File: src/design/mcct_pkg.sv
// Shared types, constants and lookup tables for the marching-cubes cell triangulator.
// Used by every module of the block; depends on nothing else.
package mcct_pkg;

	localparam int DENS_W            = 32;
	localparam int COORD_W           = 32;
	localparam int CUBE_W            = 8;
	localparam int NTRI_W            = 3;
	localparam int SPACING_W         = 31;
	localparam int NODES_W           = 9;
	localparam int CFG_IDX_W         = 3;
	localparam int CFG_DATA_W        = 32;
	localparam int IN_DATA_W         = 288;
	localparam int OUT_DATA_W        = 288;
	localparam int GRID_NODES_MAX_DEF = 256;
	localparam int FRAC_BITS_DEF     = 16;

	typedef enum logic [CFG_IDX_W-1:0] {
		REG_ISO_LEVEL = 3'd0,
		REG_ORIGIN_X  = 3'd1,
		REG_ORIGIN_Y  = 3'd2,
		REG_ORIGIN_Z  = 3'd3,
		REG_SPACING   = 3'd4,
		REG_NODES_X   = 3'd5,
		REG_NODES_Y   = 3'd6,
		REG_NODES_Z   = 3'd7
	} cfg_reg_t;

	typedef struct packed {
		logic signed [DENS_W-1:0]   iso;
		logic [2:0][COORD_W-1:0]    origin;
		logic [SPACING_W-1:0]       spacing;
		logic [2:0][NODES_W-1:0]    nodes;
	} cfg_t;

	// One queued cube that produces at least one triangle.
	typedef struct packed {
		logic [2:0][CUBE_W-1:0]     cube;
		logic [7:0][DENS_W-1:0]     dens;
		logic [7:0]                 ci;
		logic [NTRI_W-1:0]          ntri;
	} entry_t;

	// Edge end corners.
	localparam logic [2:0] EDGE_A [12] = '{3'd0, 3'd1, 3'd2, 3'd3, 3'd4, 3'd5,
		3'd6, 3'd7, 3'd0, 3'd1, 3'd2, 3'd3};
	localparam logic [2:0] EDGE_B [12] = '{3'd1, 3'd2, 3'd3, 3'd0, 3'd5, 3'd6,
		3'd7, 3'd4, 3'd4, 3'd5, 3'd6, 3'd7};

	// Corner offset bits: bit 0 is x, bit 1 is y, bit 2 is z.
	localparam logic [2:0] CORNER_OFF [8] = '{3'b000, 3'b001, 3'b011, 3'b010,
		3'b100, 3'b101, 3'b111, 3'b110};

	// Each row: triangle count, then edge codes one per hex digit, first edge in the
	// most significant used digit.
	localparam logic [62:0] TRI_TAB [256] = '{
		{3'd0,60'h0}, {3'd1,60'h083}, {3'd1,60'h019}, {3'd2,60'h183981},
		{3'd1,60'h12A}, {3'd2,60'h08312A}, {3'd2,60'h92A029}, {3'd3,60'h2832A8A98},
		{3'd1,60'h3B2}, {3'd2,60'h0B28B0}, {3'd2,60'h19023B}, {3'd3,60'h1B219B98B},
		{3'd2,60'h3A1BA3}, {3'd3,60'h0A108A8BA}, {3'd3,60'h3903B9BA9}, {3'd2,60'h98AA8B},
		{3'd1,60'h478}, {3'd2,60'h430734}, {3'd2,60'h019847}, {3'd3,60'h419471731},
		{3'd2,60'h12A847}, {3'd3,60'h34730412A}, {3'd3,60'h92A902847},
		{3'd4,60'h2A9297273794},
		{3'd2,60'h8473B2}, {3'd3,60'hB47B24204}, {3'd3,60'h90184723B},
		{3'd4,60'h47B94B9B2921},
		{3'd3,60'h3A13BA784}, {3'd4,60'h1BA14B1047B4}, {3'd4,60'h47890B9BAB03},
		{3'd3,60'h47B4B99BA},
		{3'd1,60'h954}, {3'd2,60'h954083}, {3'd2,60'h054150}, {3'd3,60'h854835315},
		{3'd2,60'h12A954}, {3'd3,60'h30812A495}, {3'd3,60'h52A542402},
		{3'd4,60'h2A5325354348},
		{3'd2,60'h95423B}, {3'd3,60'h0B208B495}, {3'd3,60'h05401523B},
		{3'd4,60'h21525828B485},
		{3'd3,60'hA3BA13954}, {3'd4,60'h4950818A18BA}, {3'd4,60'h54050B5BAB03},
		{3'd3,60'h54858AA8B},
		{3'd2,60'h978579}, {3'd3,60'h930953573}, {3'd3,60'h078017157}, {3'd2,60'h153357},
		{3'd3,60'h978957A12}, {3'd4,60'hA12950530573}, {3'd4,60'h802825857A52},
		{3'd3,60'h2A5253357},
		{3'd3,60'h7957893B2}, {3'd4,60'h95797292027B}, {3'd4,60'h23B018178157},
		{3'd3,60'hB21B17715},
		{3'd4,60'h958857A13A3B}, {3'd5,60'h5705097B010ABA0}, {3'd5,60'hBA0B03A50807570},
		{3'd2,60'hBA57B5},
		{3'd1,60'hA65}, {3'd2,60'h0835A6}, {3'd2,60'h9015A6}, {3'd3,60'h1831985A6},
		{3'd2,60'h165261}, {3'd3,60'h165126308}, {3'd3,60'h965906026},
		{3'd4,60'h598582526328},
		{3'd2,60'h23BA65}, {3'd3,60'hB08B20A65}, {3'd3,60'h01923B5A6},
		{3'd4,60'h5A61929B298B},
		{3'd3,60'h63B653513}, {3'd4,60'h08B0B50515B6}, {3'd4,60'h3B6036065059},
		{3'd3,60'h65969BB98},
		{3'd2,60'h5A6478}, {3'd3,60'h43047365A}, {3'd3,60'h1905A6847},
		{3'd4,60'hA65197173794},
		{3'd3,60'h612651478}, {3'd4,60'h125526304347}, {3'd4,60'h847905065026},
		{3'd5,60'h739794329596269},
		{3'd3,60'h3B2784A65}, {3'd4,60'h5A647242027B}, {3'd4,60'h01947823B5A6},
		{3'd5,60'h9219B294B7B45A6},
		{3'd4,60'h8473B53515B6}, {3'd5,60'h51B5B610B7B404B}, {3'd5,60'h059065036B63847},
		{3'd4,60'h65969B4797B9},
		{3'd2,60'hA4964A}, {3'd3,60'h4A649A083}, {3'd3,60'hA01A60640},
		{3'd4,60'h83181686461A},
		{3'd3,60'h149124264}, {3'd4,60'h308129249264}, {3'd2,60'h024426},
		{3'd3,60'h832824426},
		{3'd3,60'hA49A64B23}, {3'd4,60'h08228B49A4A6}, {3'd4,60'h3B201606461A},
		{3'd5,60'h64161A48121B8B1},
		{3'd4,60'h964936913B63}, {3'd5,60'h8B1810B61914641}, {3'd3,60'h3B6360064},
		{3'd2,60'h648B68},
		{3'd3,60'h7A678A89A}, {3'd4,60'h0730A709A67A}, {3'd4,60'hA671A7178180},
		{3'd3,60'hA67A71173},
		{3'd4,60'h126168189867}, {3'd5,60'h269291679093739}, {3'd3,60'h780706602},
		{3'd2,60'h732672},
		{3'd4,60'h23BA68A89867}, {3'd5,60'h20727B09767A9A7}, {3'd5,60'h1801781A767A23B},
		{3'd4,60'hB21B17A61671},
		{3'd5,60'h896867916B63136}, {3'd2,60'h091B67}, {3'd4,60'h7807063B0B60},
		{3'd1,60'h7B6},
		{3'd1,60'h76B}, {3'd2,60'h308B76}, {3'd2,60'h019B76}, {3'd3,60'h819831B76},
		{3'd2,60'hA126B7}, {3'd3,60'h12A3086B7}, {3'd3,60'h2902A96B7},
		{3'd4,60'h6B72A3A83A98},
		{3'd2,60'h723627}, {3'd3,60'h708760620}, {3'd3,60'h276237019},
		{3'd4,60'h162186198876},
		{3'd3,60'hA76A17137}, {3'd4,60'hA7617A187108}, {3'd4,60'h03707A0A96A7},
		{3'd3,60'h76A7A88A9},
		{3'd2,60'h684B86}, {3'd3,60'h36B306046}, {3'd3,60'h86B846901},
		{3'd4,60'h946963931B36},
		{3'd3,60'h6846B82A1}, {3'd4,60'h12A30B06B046}, {3'd4,60'h4B846B0292A9},
		{3'd5,60'hA93A32943B36463},
		{3'd3,60'h823842462}, {3'd2,60'h042462}, {3'd4,60'h190234246438},
		{3'd3,60'h194142246},
		{3'd4,60'h8138618466A1}, {3'd3,60'hA10A06604}, {3'd5,60'h4634386A3039A93},
		{3'd2,60'hA946A4},
		{3'd2,60'h49576B}, {3'd3,60'h083495B76}, {3'd3,60'h50154076B},
		{3'd4,60'hB76834354315},
		{3'd3,60'h954A1276B}, {3'd4,60'h6B712A083495}, {3'd4,60'h76B54A42A402},
		{3'd5,60'h348354325A52B76},
		{3'd3,60'h723762549}, {3'd4,60'h954086062687}, {3'd4,60'h362376150540},
		{3'd5,60'h628687218485158},
		{3'd4,60'h954A16176137}, {3'd5,60'h16A176107870954}, {3'd5,60'h40A4A503A6A737A},
		{3'd4,60'h76A7A854A48A},
		{3'd3,60'h6956B9B89}, {3'd4,60'h36B063056095}, {3'd4,60'h0B805B01556B},
		{3'd3,60'h6B3635531},
		{3'd4,60'h12A95B9B8B56}, {3'd5,60'h0B306B09656912A}, {3'd5,60'hB85B56805A52025},
		{3'd4,60'h6B36352A3A53},
		{3'd4,60'h589528562382}, {3'd3,60'h956960062}, {3'd5,60'h158180568382628},
		{3'd2,60'h156216},
		{3'd5,60'h13616A386569896}, {3'd4,60'hA10A06950560}, {3'd2,60'h03856A},
		{3'd1,60'hA56},
		{3'd2,60'hB5A75B}, {3'd3,60'hB5AB75830}, {3'd3,60'h5B75AB190},
		{3'd4,60'hA75AB7981831},
		{3'd3,60'hB12B71751}, {3'd4,60'h08312717572B}, {3'd4,60'h9759279022B7},
		{3'd5,60'h75272B592328982},
		{3'd3,60'h25A235375}, {3'd4,60'h820852875A25}, {3'd4,60'h9015A35373A2},
		{3'd5,60'h982921872A25752},
		{3'd2,60'h135375}, {3'd3,60'h087071175}, {3'd3,60'h903935537}, {3'd2,60'h987597},
		{3'd3,60'h5845A8AB8}, {3'd4,60'h5045B05ABB30}, {3'd4,60'h01984A8ABA45},
		{3'd5,60'hAB4A45B34941314},
		{3'd4,60'h2512852B8458}, {3'd5,60'h04B0B345B2B151B}, {3'd5,60'h0250592B5458B85},
		{3'd2,60'h9452B3},
		{3'd4,60'h25A352345384}, {3'd3,60'h5A2524420}, {3'd5,60'h3A235A385458019},
		{3'd4,60'h5A2524192942},
		{3'd3,60'h845853351}, {3'd2,60'h045105}, {3'd4,60'h845853905035}, {3'd1,60'h945},
		{3'd3,60'h4B749B9AB}, {3'd4,60'h0834979B79AB}, {3'd4,60'h1AB1B414074B},
		{3'd5,60'h3143481A474BAB4},
		{3'd4,60'h4B79B492B912}, {3'd5,60'h9749B791B2B1083}, {3'd3,60'hB74B42240},
		{3'd4,60'hB74B42834324},
		{3'd4,60'h29A279237749}, {3'd5,60'h9A7974A27870207}, {3'd5,60'h37A3A274A1A040A},
		{3'd2,60'h1A2874},
		{3'd3,60'h491417713}, {3'd4,60'h491417081871}, {3'd2,60'h403743}, {3'd1,60'h487},
		{3'd2,60'h9A8AB8}, {3'd3,60'h30939BB9A}, {3'd3,60'h01A0A88AB}, {3'd2,60'h31AB3A},
		{3'd3,60'h12B1B99B8}, {3'd4,60'h30939B1292B9}, {3'd2,60'h02B80B}, {3'd1,60'h32B},
		{3'd3,60'h23828AA89}, {3'd2,60'h9A2092}, {3'd4,60'h23828A0181A8}, {3'd1,60'h1A2},
		{3'd2,60'h138918}, {3'd1,60'h091}, {3'd1,60'h038}, {3'd0,60'h0}
	};

	function automatic logic [NTRI_W-1:0] tri_count(input logic [7:0] ci);
		logic [62:0] row;
		row = TRI_TAB[ci];
		return row[62:60];
	endfunction

	// Edge code of vertex idx (0 .. 3*count-1) of the given case.
	function automatic logic [3:0] tri_edge(input logic [7:0] ci, input logic [3:0] idx);
		logic [62:0] row;
		logic [3:0]  pos;
		logic [59:0] sh;
		row = TRI_TAB[ci];
		pos = 4'({1'b0, row[62:60]}) * 4'd3 - 4'd1 - idx;
		sh  = row[59:0] >> {pos, 2'b00};
		return sh[3:0];
	endfunction

endpackage

File: src/design/mcct_queue.sv
// Two-entry queue of classified cubes between the front and back ends.
// Depends on mcct_pkg for the entry type.
module mcct_queue import mcct_pkg::*; (
	input  logic   clk,
	input  logic   arst_n,
	input  logic   push,
	input  entry_t wr_entry,
	input  logic   pop,
	output logic   full,
	output logic   nonempty,
	output entry_t head
);

	entry_t     mem_q [2];
	logic       wr_ptr_q;
	logic       rd_ptr_q;
	logic [1:0] count_q;

	always_ff @(posedge clk or negedge arst_n) begin
		if (!arst_n) begin
			wr_ptr_q <= 1'b0;
			rd_ptr_q <= 1'b0;
			count_q  <= 2'd0;
		end else begin
			if (push) begin
				wr_ptr_q <= !wr_ptr_q;
			end
			if (pop) begin
				rd_ptr_q <= !rd_ptr_q;
			end
			count_q <= count_q + 2'(push) - 2'(pop);
		end
	end

	always_ff @(posedge clk) begin
		if (push) begin
			mem_q[wr_ptr_q] <= wr_entry;
		end
	end

	assign full     = count_q == 2'd2;
	assign nonempty = count_q != 2'd0;
	assign head     = mem_q[rd_ptr_q];

endmodule

File: config.mk
export PLATFORM = sky130hd
export DESIGN_NAME = mcct_queue
export DESIGN_NICKNAME = d
export VERILOG_FILES = /design/src/design/mcct_pkg.sv /design/src/design/mcct_queue.sv
export SDC_FILE = /design/constraint.sdc
export NUM_CORES = 1
export LEC_CHECK = 0
export ABC_AREA = 1
export BUFFER_PORTS_ARGS = -buffer_cell sky130_fd_sc_hd__buf_2
export CELL_PAD_IN_SITES_DETAIL_PLACEMENT = 0
export CELL_PAD_IN_SITES_GLOBAL_PLACEMENT = 2
export CORE_MARGIN = 4
export CORE_UTILIZATION = 25
export CTS_BUF_LIST = sky130_fd_sc_hd__clkbuf_16
export CTS_CLUSTER_DIAMETER = 100
export DETAILED_ROUTE_END_ITERATION = 7
export PLACE_DENSITY = 0.61
export SYNTH_ARGS = -nofsm -noshare
export SYNTH_HDL_FRONTEND = slang
export SYNTH_SLANG_ARGS = --single-unit
File: constraint.sdc
create_clock -name clk -period 26.1 [get_ports clk]
set_input_delay 1.305 -clock clk [delete_from_list [all_inputs] [get_ports clk]]
set_output_delay 1.305 -clock clk [all_outputs]
set_load 0.02 [all_outputs]
After elaboration in Yosys (flattened, before gate mapping)
Memories as Yosys holds them, arrays and structs flattened.
Index checks and enable logic that the tools add are counted.
- flip-flop bits (word level): 4
- RAM bits: 582
- input port bits: 295
- word-level logic and storage cells: 12
- memories: 1
- $add $sub $neg: 2
- eq/ne operators: 1
- muxes and demuxes: 2
- reduce and logical (&&, ||, !) cells: 3
- memory list (name ; words ; bits a word ; read ports ; clocked after memory_dff ; write ports ; RTL line ; source):
    mem_q ; 2 ; 291 ; 1 ; 0 ; 1 ; mcct_queue.sv:14 ; entry_t mem_q [2];
- operators with widths (cell ; number):
    $add A2 B1 Y2 ; 1
    $eq A2 B2 Y1 const B ; 1
    $logic_not A1 Y1 ; 2
    $mux W1 ; 2
    $reduce_bool A2 Y1 ; 1
    $sub A2 B1 Y2 ; 1

Depth between registers and ports, before layout
- word-level depth: 2
- depth in mapped cells: 7
- gate-level depth less buffers: 7

Worst setup path after synthesis
OpenSTA, ideal clock, no wires.
- path kind: input to register
- start: input push
- end: memory mem_q[0][0] (netlist name), enable pin
- data arrival time: 13499 ps
- path slack: 11644 ps
- cell stages on the path: 2
- path buffers: 0
- path through: inv_1 nor2_1
- cells in the longest elaborated chain, start to end: 2
- RTL lines (item ; RTL line ; source):
    start: declaration ; mcct_queue.sv:6 ; input logic push,
    $mux W1 ; mcct_queue.sv:36 ; if (push) begin
    $mux W1 (implied by the code) ; mcct_queue.sv:37 ; mem_q[wr_ptr_q] <= wr_entry;
    end: declaration ; mcct_queue.sv:14 ;
No other way between the ends.

==> flow_summary_export.csv <==
group,metric,value,unit
drt,first_pass_iters,5,
clock_network,htreeDepth,3,
worst_setup_path,worstPathArrival,4500,ps
drt,drt-total-wl,55300,µm
drt,wl_met2,25600,µm
worst_setup_path,cp_top_family,"buffers and inverters",
sta,fmax,172,MHz
die,die_height,304,µm
worst_setup_path,critPathSlowestCell,"dfrtp_4",
cells_and_area,syn_to_final_growth,28.2,%
synthesis,synth_area,0.0219,mm²
cells_and_area,layout-drive-gt1-share,31.7,%
drt,drt-vias-per-instance,3.91,
sta,period_minus_slack,5810,ps
sta,slew_headroom,19.2,%
drt,route.detailed.drc,0,
die,core_area,0.0868,mm²
placement,io_buffers,587,
synthesis,synthCells,1545,
pwr,powerDensity,116,mW/mm²
clock_network,hold_buffers,0,
cells_and_area,fin_nets,2445,
sta,setup_violations,0,
worst_setup_path,critical_path.startpoint,"rd_ptr_q$_DFFE_PN0P_",
clock_network,cts.repair.resized,0,
drt,wl_per_cell,16.4,µm
clock_network,clock_latency,600,ps
drt,antenna_left,0,
clock_network,cts.sinks,586,
worst_setup_path,cp_max_fo,115,
worst_setup_path,required,24790,ps
clock_network,cts_tree,"done",
sta,tightest_slew,1210,ps
flow_run,maxCapViolations,0,
clock_network,path_clk_slew,60,ps
global_route,grt_pass1_wl,81700,µm
sta,finalClockSkew,25.5,ps
drt,vias,13155,
synthesis,ys_seq_elements,586,
sta,finalCritPeriodShare,22.2,%
clock_network,cts_buffers,68,
worst_setup_path,worstPathCellList,"buf_4, buf_4, buf_4, nand2_1, o21ai_0, buf_2",
drt,met1_length,21400,µm
worst_setup_path,crit_path_max_incr_delay,1150,ps
clock_network,clock_path_buffers,3,
worst_setup_path,cp_common_cell,"buf_4",
drt,top_layer,"met5",
synthesis,synth-seq-area-share,80.4,%
placement,dpl.hpwl,38200,µm
pwr,leakage,0.0117,µW
die,die_area,0.0922,mm²
worst_setup_path,worst-path-buf-inv,4,
global_route,track_usage,11.5,%
clock_network,post_cts_buffers,0,
sta,rsz0062_at_grt,"no",
placement,gp_congestion,0.799,
sta,tns,0,ps
run_status,outcome,"complete, no violations",
worst_setup_path,path_class,"register to output pin",
pwr,peakVddDrop,0.0000552,V
die,rows,108,
synthesis,synth.distinct_cells,14,
hold_path,hold_path_class,"input port to async pin",
synthesis,synth.avg_cell_area,14.1,µm²
global_route,antenna_found_initial,27,
die,die_x,304,µm
die,ioPinCount,588,
synthesis,ys_warn_count,0,
synthesis,synth_fp_nets,1842,
worst_setup_path,r2r_start,"wr_ptr_q$_DFFE_PN0P_",
clock_network,clockRootBuffer,"clkbuf_16",
drt,drtIter0Drc,714,
drt,wl_met3,6900,µm
die,start_util,25.2,%
sta,hold_viol,0,
worst_setup_path,startpoint_type,"register",
global_route,grt_remaining_overflow,0,
pwr,total_power,3260,µW
sta,finalMaxSlewViolations,0,
worst_setup_path,cp-end-kind,"output pin",
global_route,grt_pass1_vias,13316,
global_route,grt_max_degree,141,
[worst paths after layout]
path / slack [ps] / to / cells past startpoint
worst max-delay path: 20290 / head[136] / 6
worst min-delay path: 510 / wr_ptr_q$_DFFE_PN0P_ / 1
worst max register to register: 22740 / mem_q[1][21]$_DFFE_PP_ / 4
worst min register to register: 550 / wr_ptr_q$_DFFE_PN0P_ / 1
max in group asynchronous: 25450 / rd_ptr_q$_DFFE_PN0P_ / 1
min in group clk: 550 / wr_ptr_q$_DFFE_PN0P_ / 1
[final cells by class]
class                           instances  area (µm²)
Timing Repair Buffer                  598        3030
Multi-Input combinational cell        596        2640
Fill cell                            8785       58700
Inverter                              298        1130
Clock buffer                           69        1730
Clock inverter                         50         442
Antenna cell                           10        25.0
Tap cell                             1155        1450
Sequential cell                       586       17600
[logic make-up after synthesis]
family / share of synthesized area, %
simple gates: 5.18
flops: 80.4
buf+inv: 7.52
xor+xnor: 0.0802
fa+ha+maj: 0.115
compound gates: 6.67
[routing by layer]
layer	vias up	global-route usage (%)
li1	6453	-
met1	6113	13.0
met2	459	18.6
met3	98	6.76
met4	32	3.37
met5	-	0
[registers in the layout, summed over array words and instances (netlist names)]
signal    flops
count_q       2
wr_ptr_q      1
mem_q       582
rd_ptr_q      1
[Yosys cell counts]
library cell | instances | area (µm²)
inv_1 | 298 | 1120
clkbuf_2 | 1 | 5.00
nand2_1 | 298 | 1120
edfxtp_1 | 582 | 17500
o21ai_0 | 216 | 1080
xor2_1 | 2 | 17.5
buf_2 | 26 | 130
nor2_1 | 2 | 7.51
nand3_1 | 1 | 5.00
dfrtp_1 | 4 | 100
ha_1 | 2 | 25.0
buf_6 | 28 | 315
o21ai_1 | 75 | 375
buf_4 | 10 | 75.1
[through the flow]
stage               utilization [%]  cell area, µm²  hold slack (ps)  instances  setup slack, ps
CTS                            32.3           28000              440       3352            20150
finish                         32.3           28000              506       3362            20290
global route                   32.3           28000              458       3355            19670
floorplan                         -           21900              463       1545            11640
detailed placement             29.8           25800              537       3233            20830
global placement               29.8           25800              528       3233            20930
[where the power goes]
part	switching, µW	internal, µW
Clock	380	535
Combinational	763	270
Sequential	62.1	1250
[cells in the final DEF (no fill, tap or decap), drive strengths merged]
cell type  netlist  layout
inv            298     311
xor2             2       2
clkinv           0      31
nor2             2       2
clkinvlp         0       1
edfxtp         582     582
clkbuf           1      69
buf             64     598
dfrtp            4       4
diode            0      10
nand3            1       1
ha               2       2
bufinv           0       5
o21ai          291     291
nand2          298     298
Note: power is estimated with default switching activity, not from simulation.
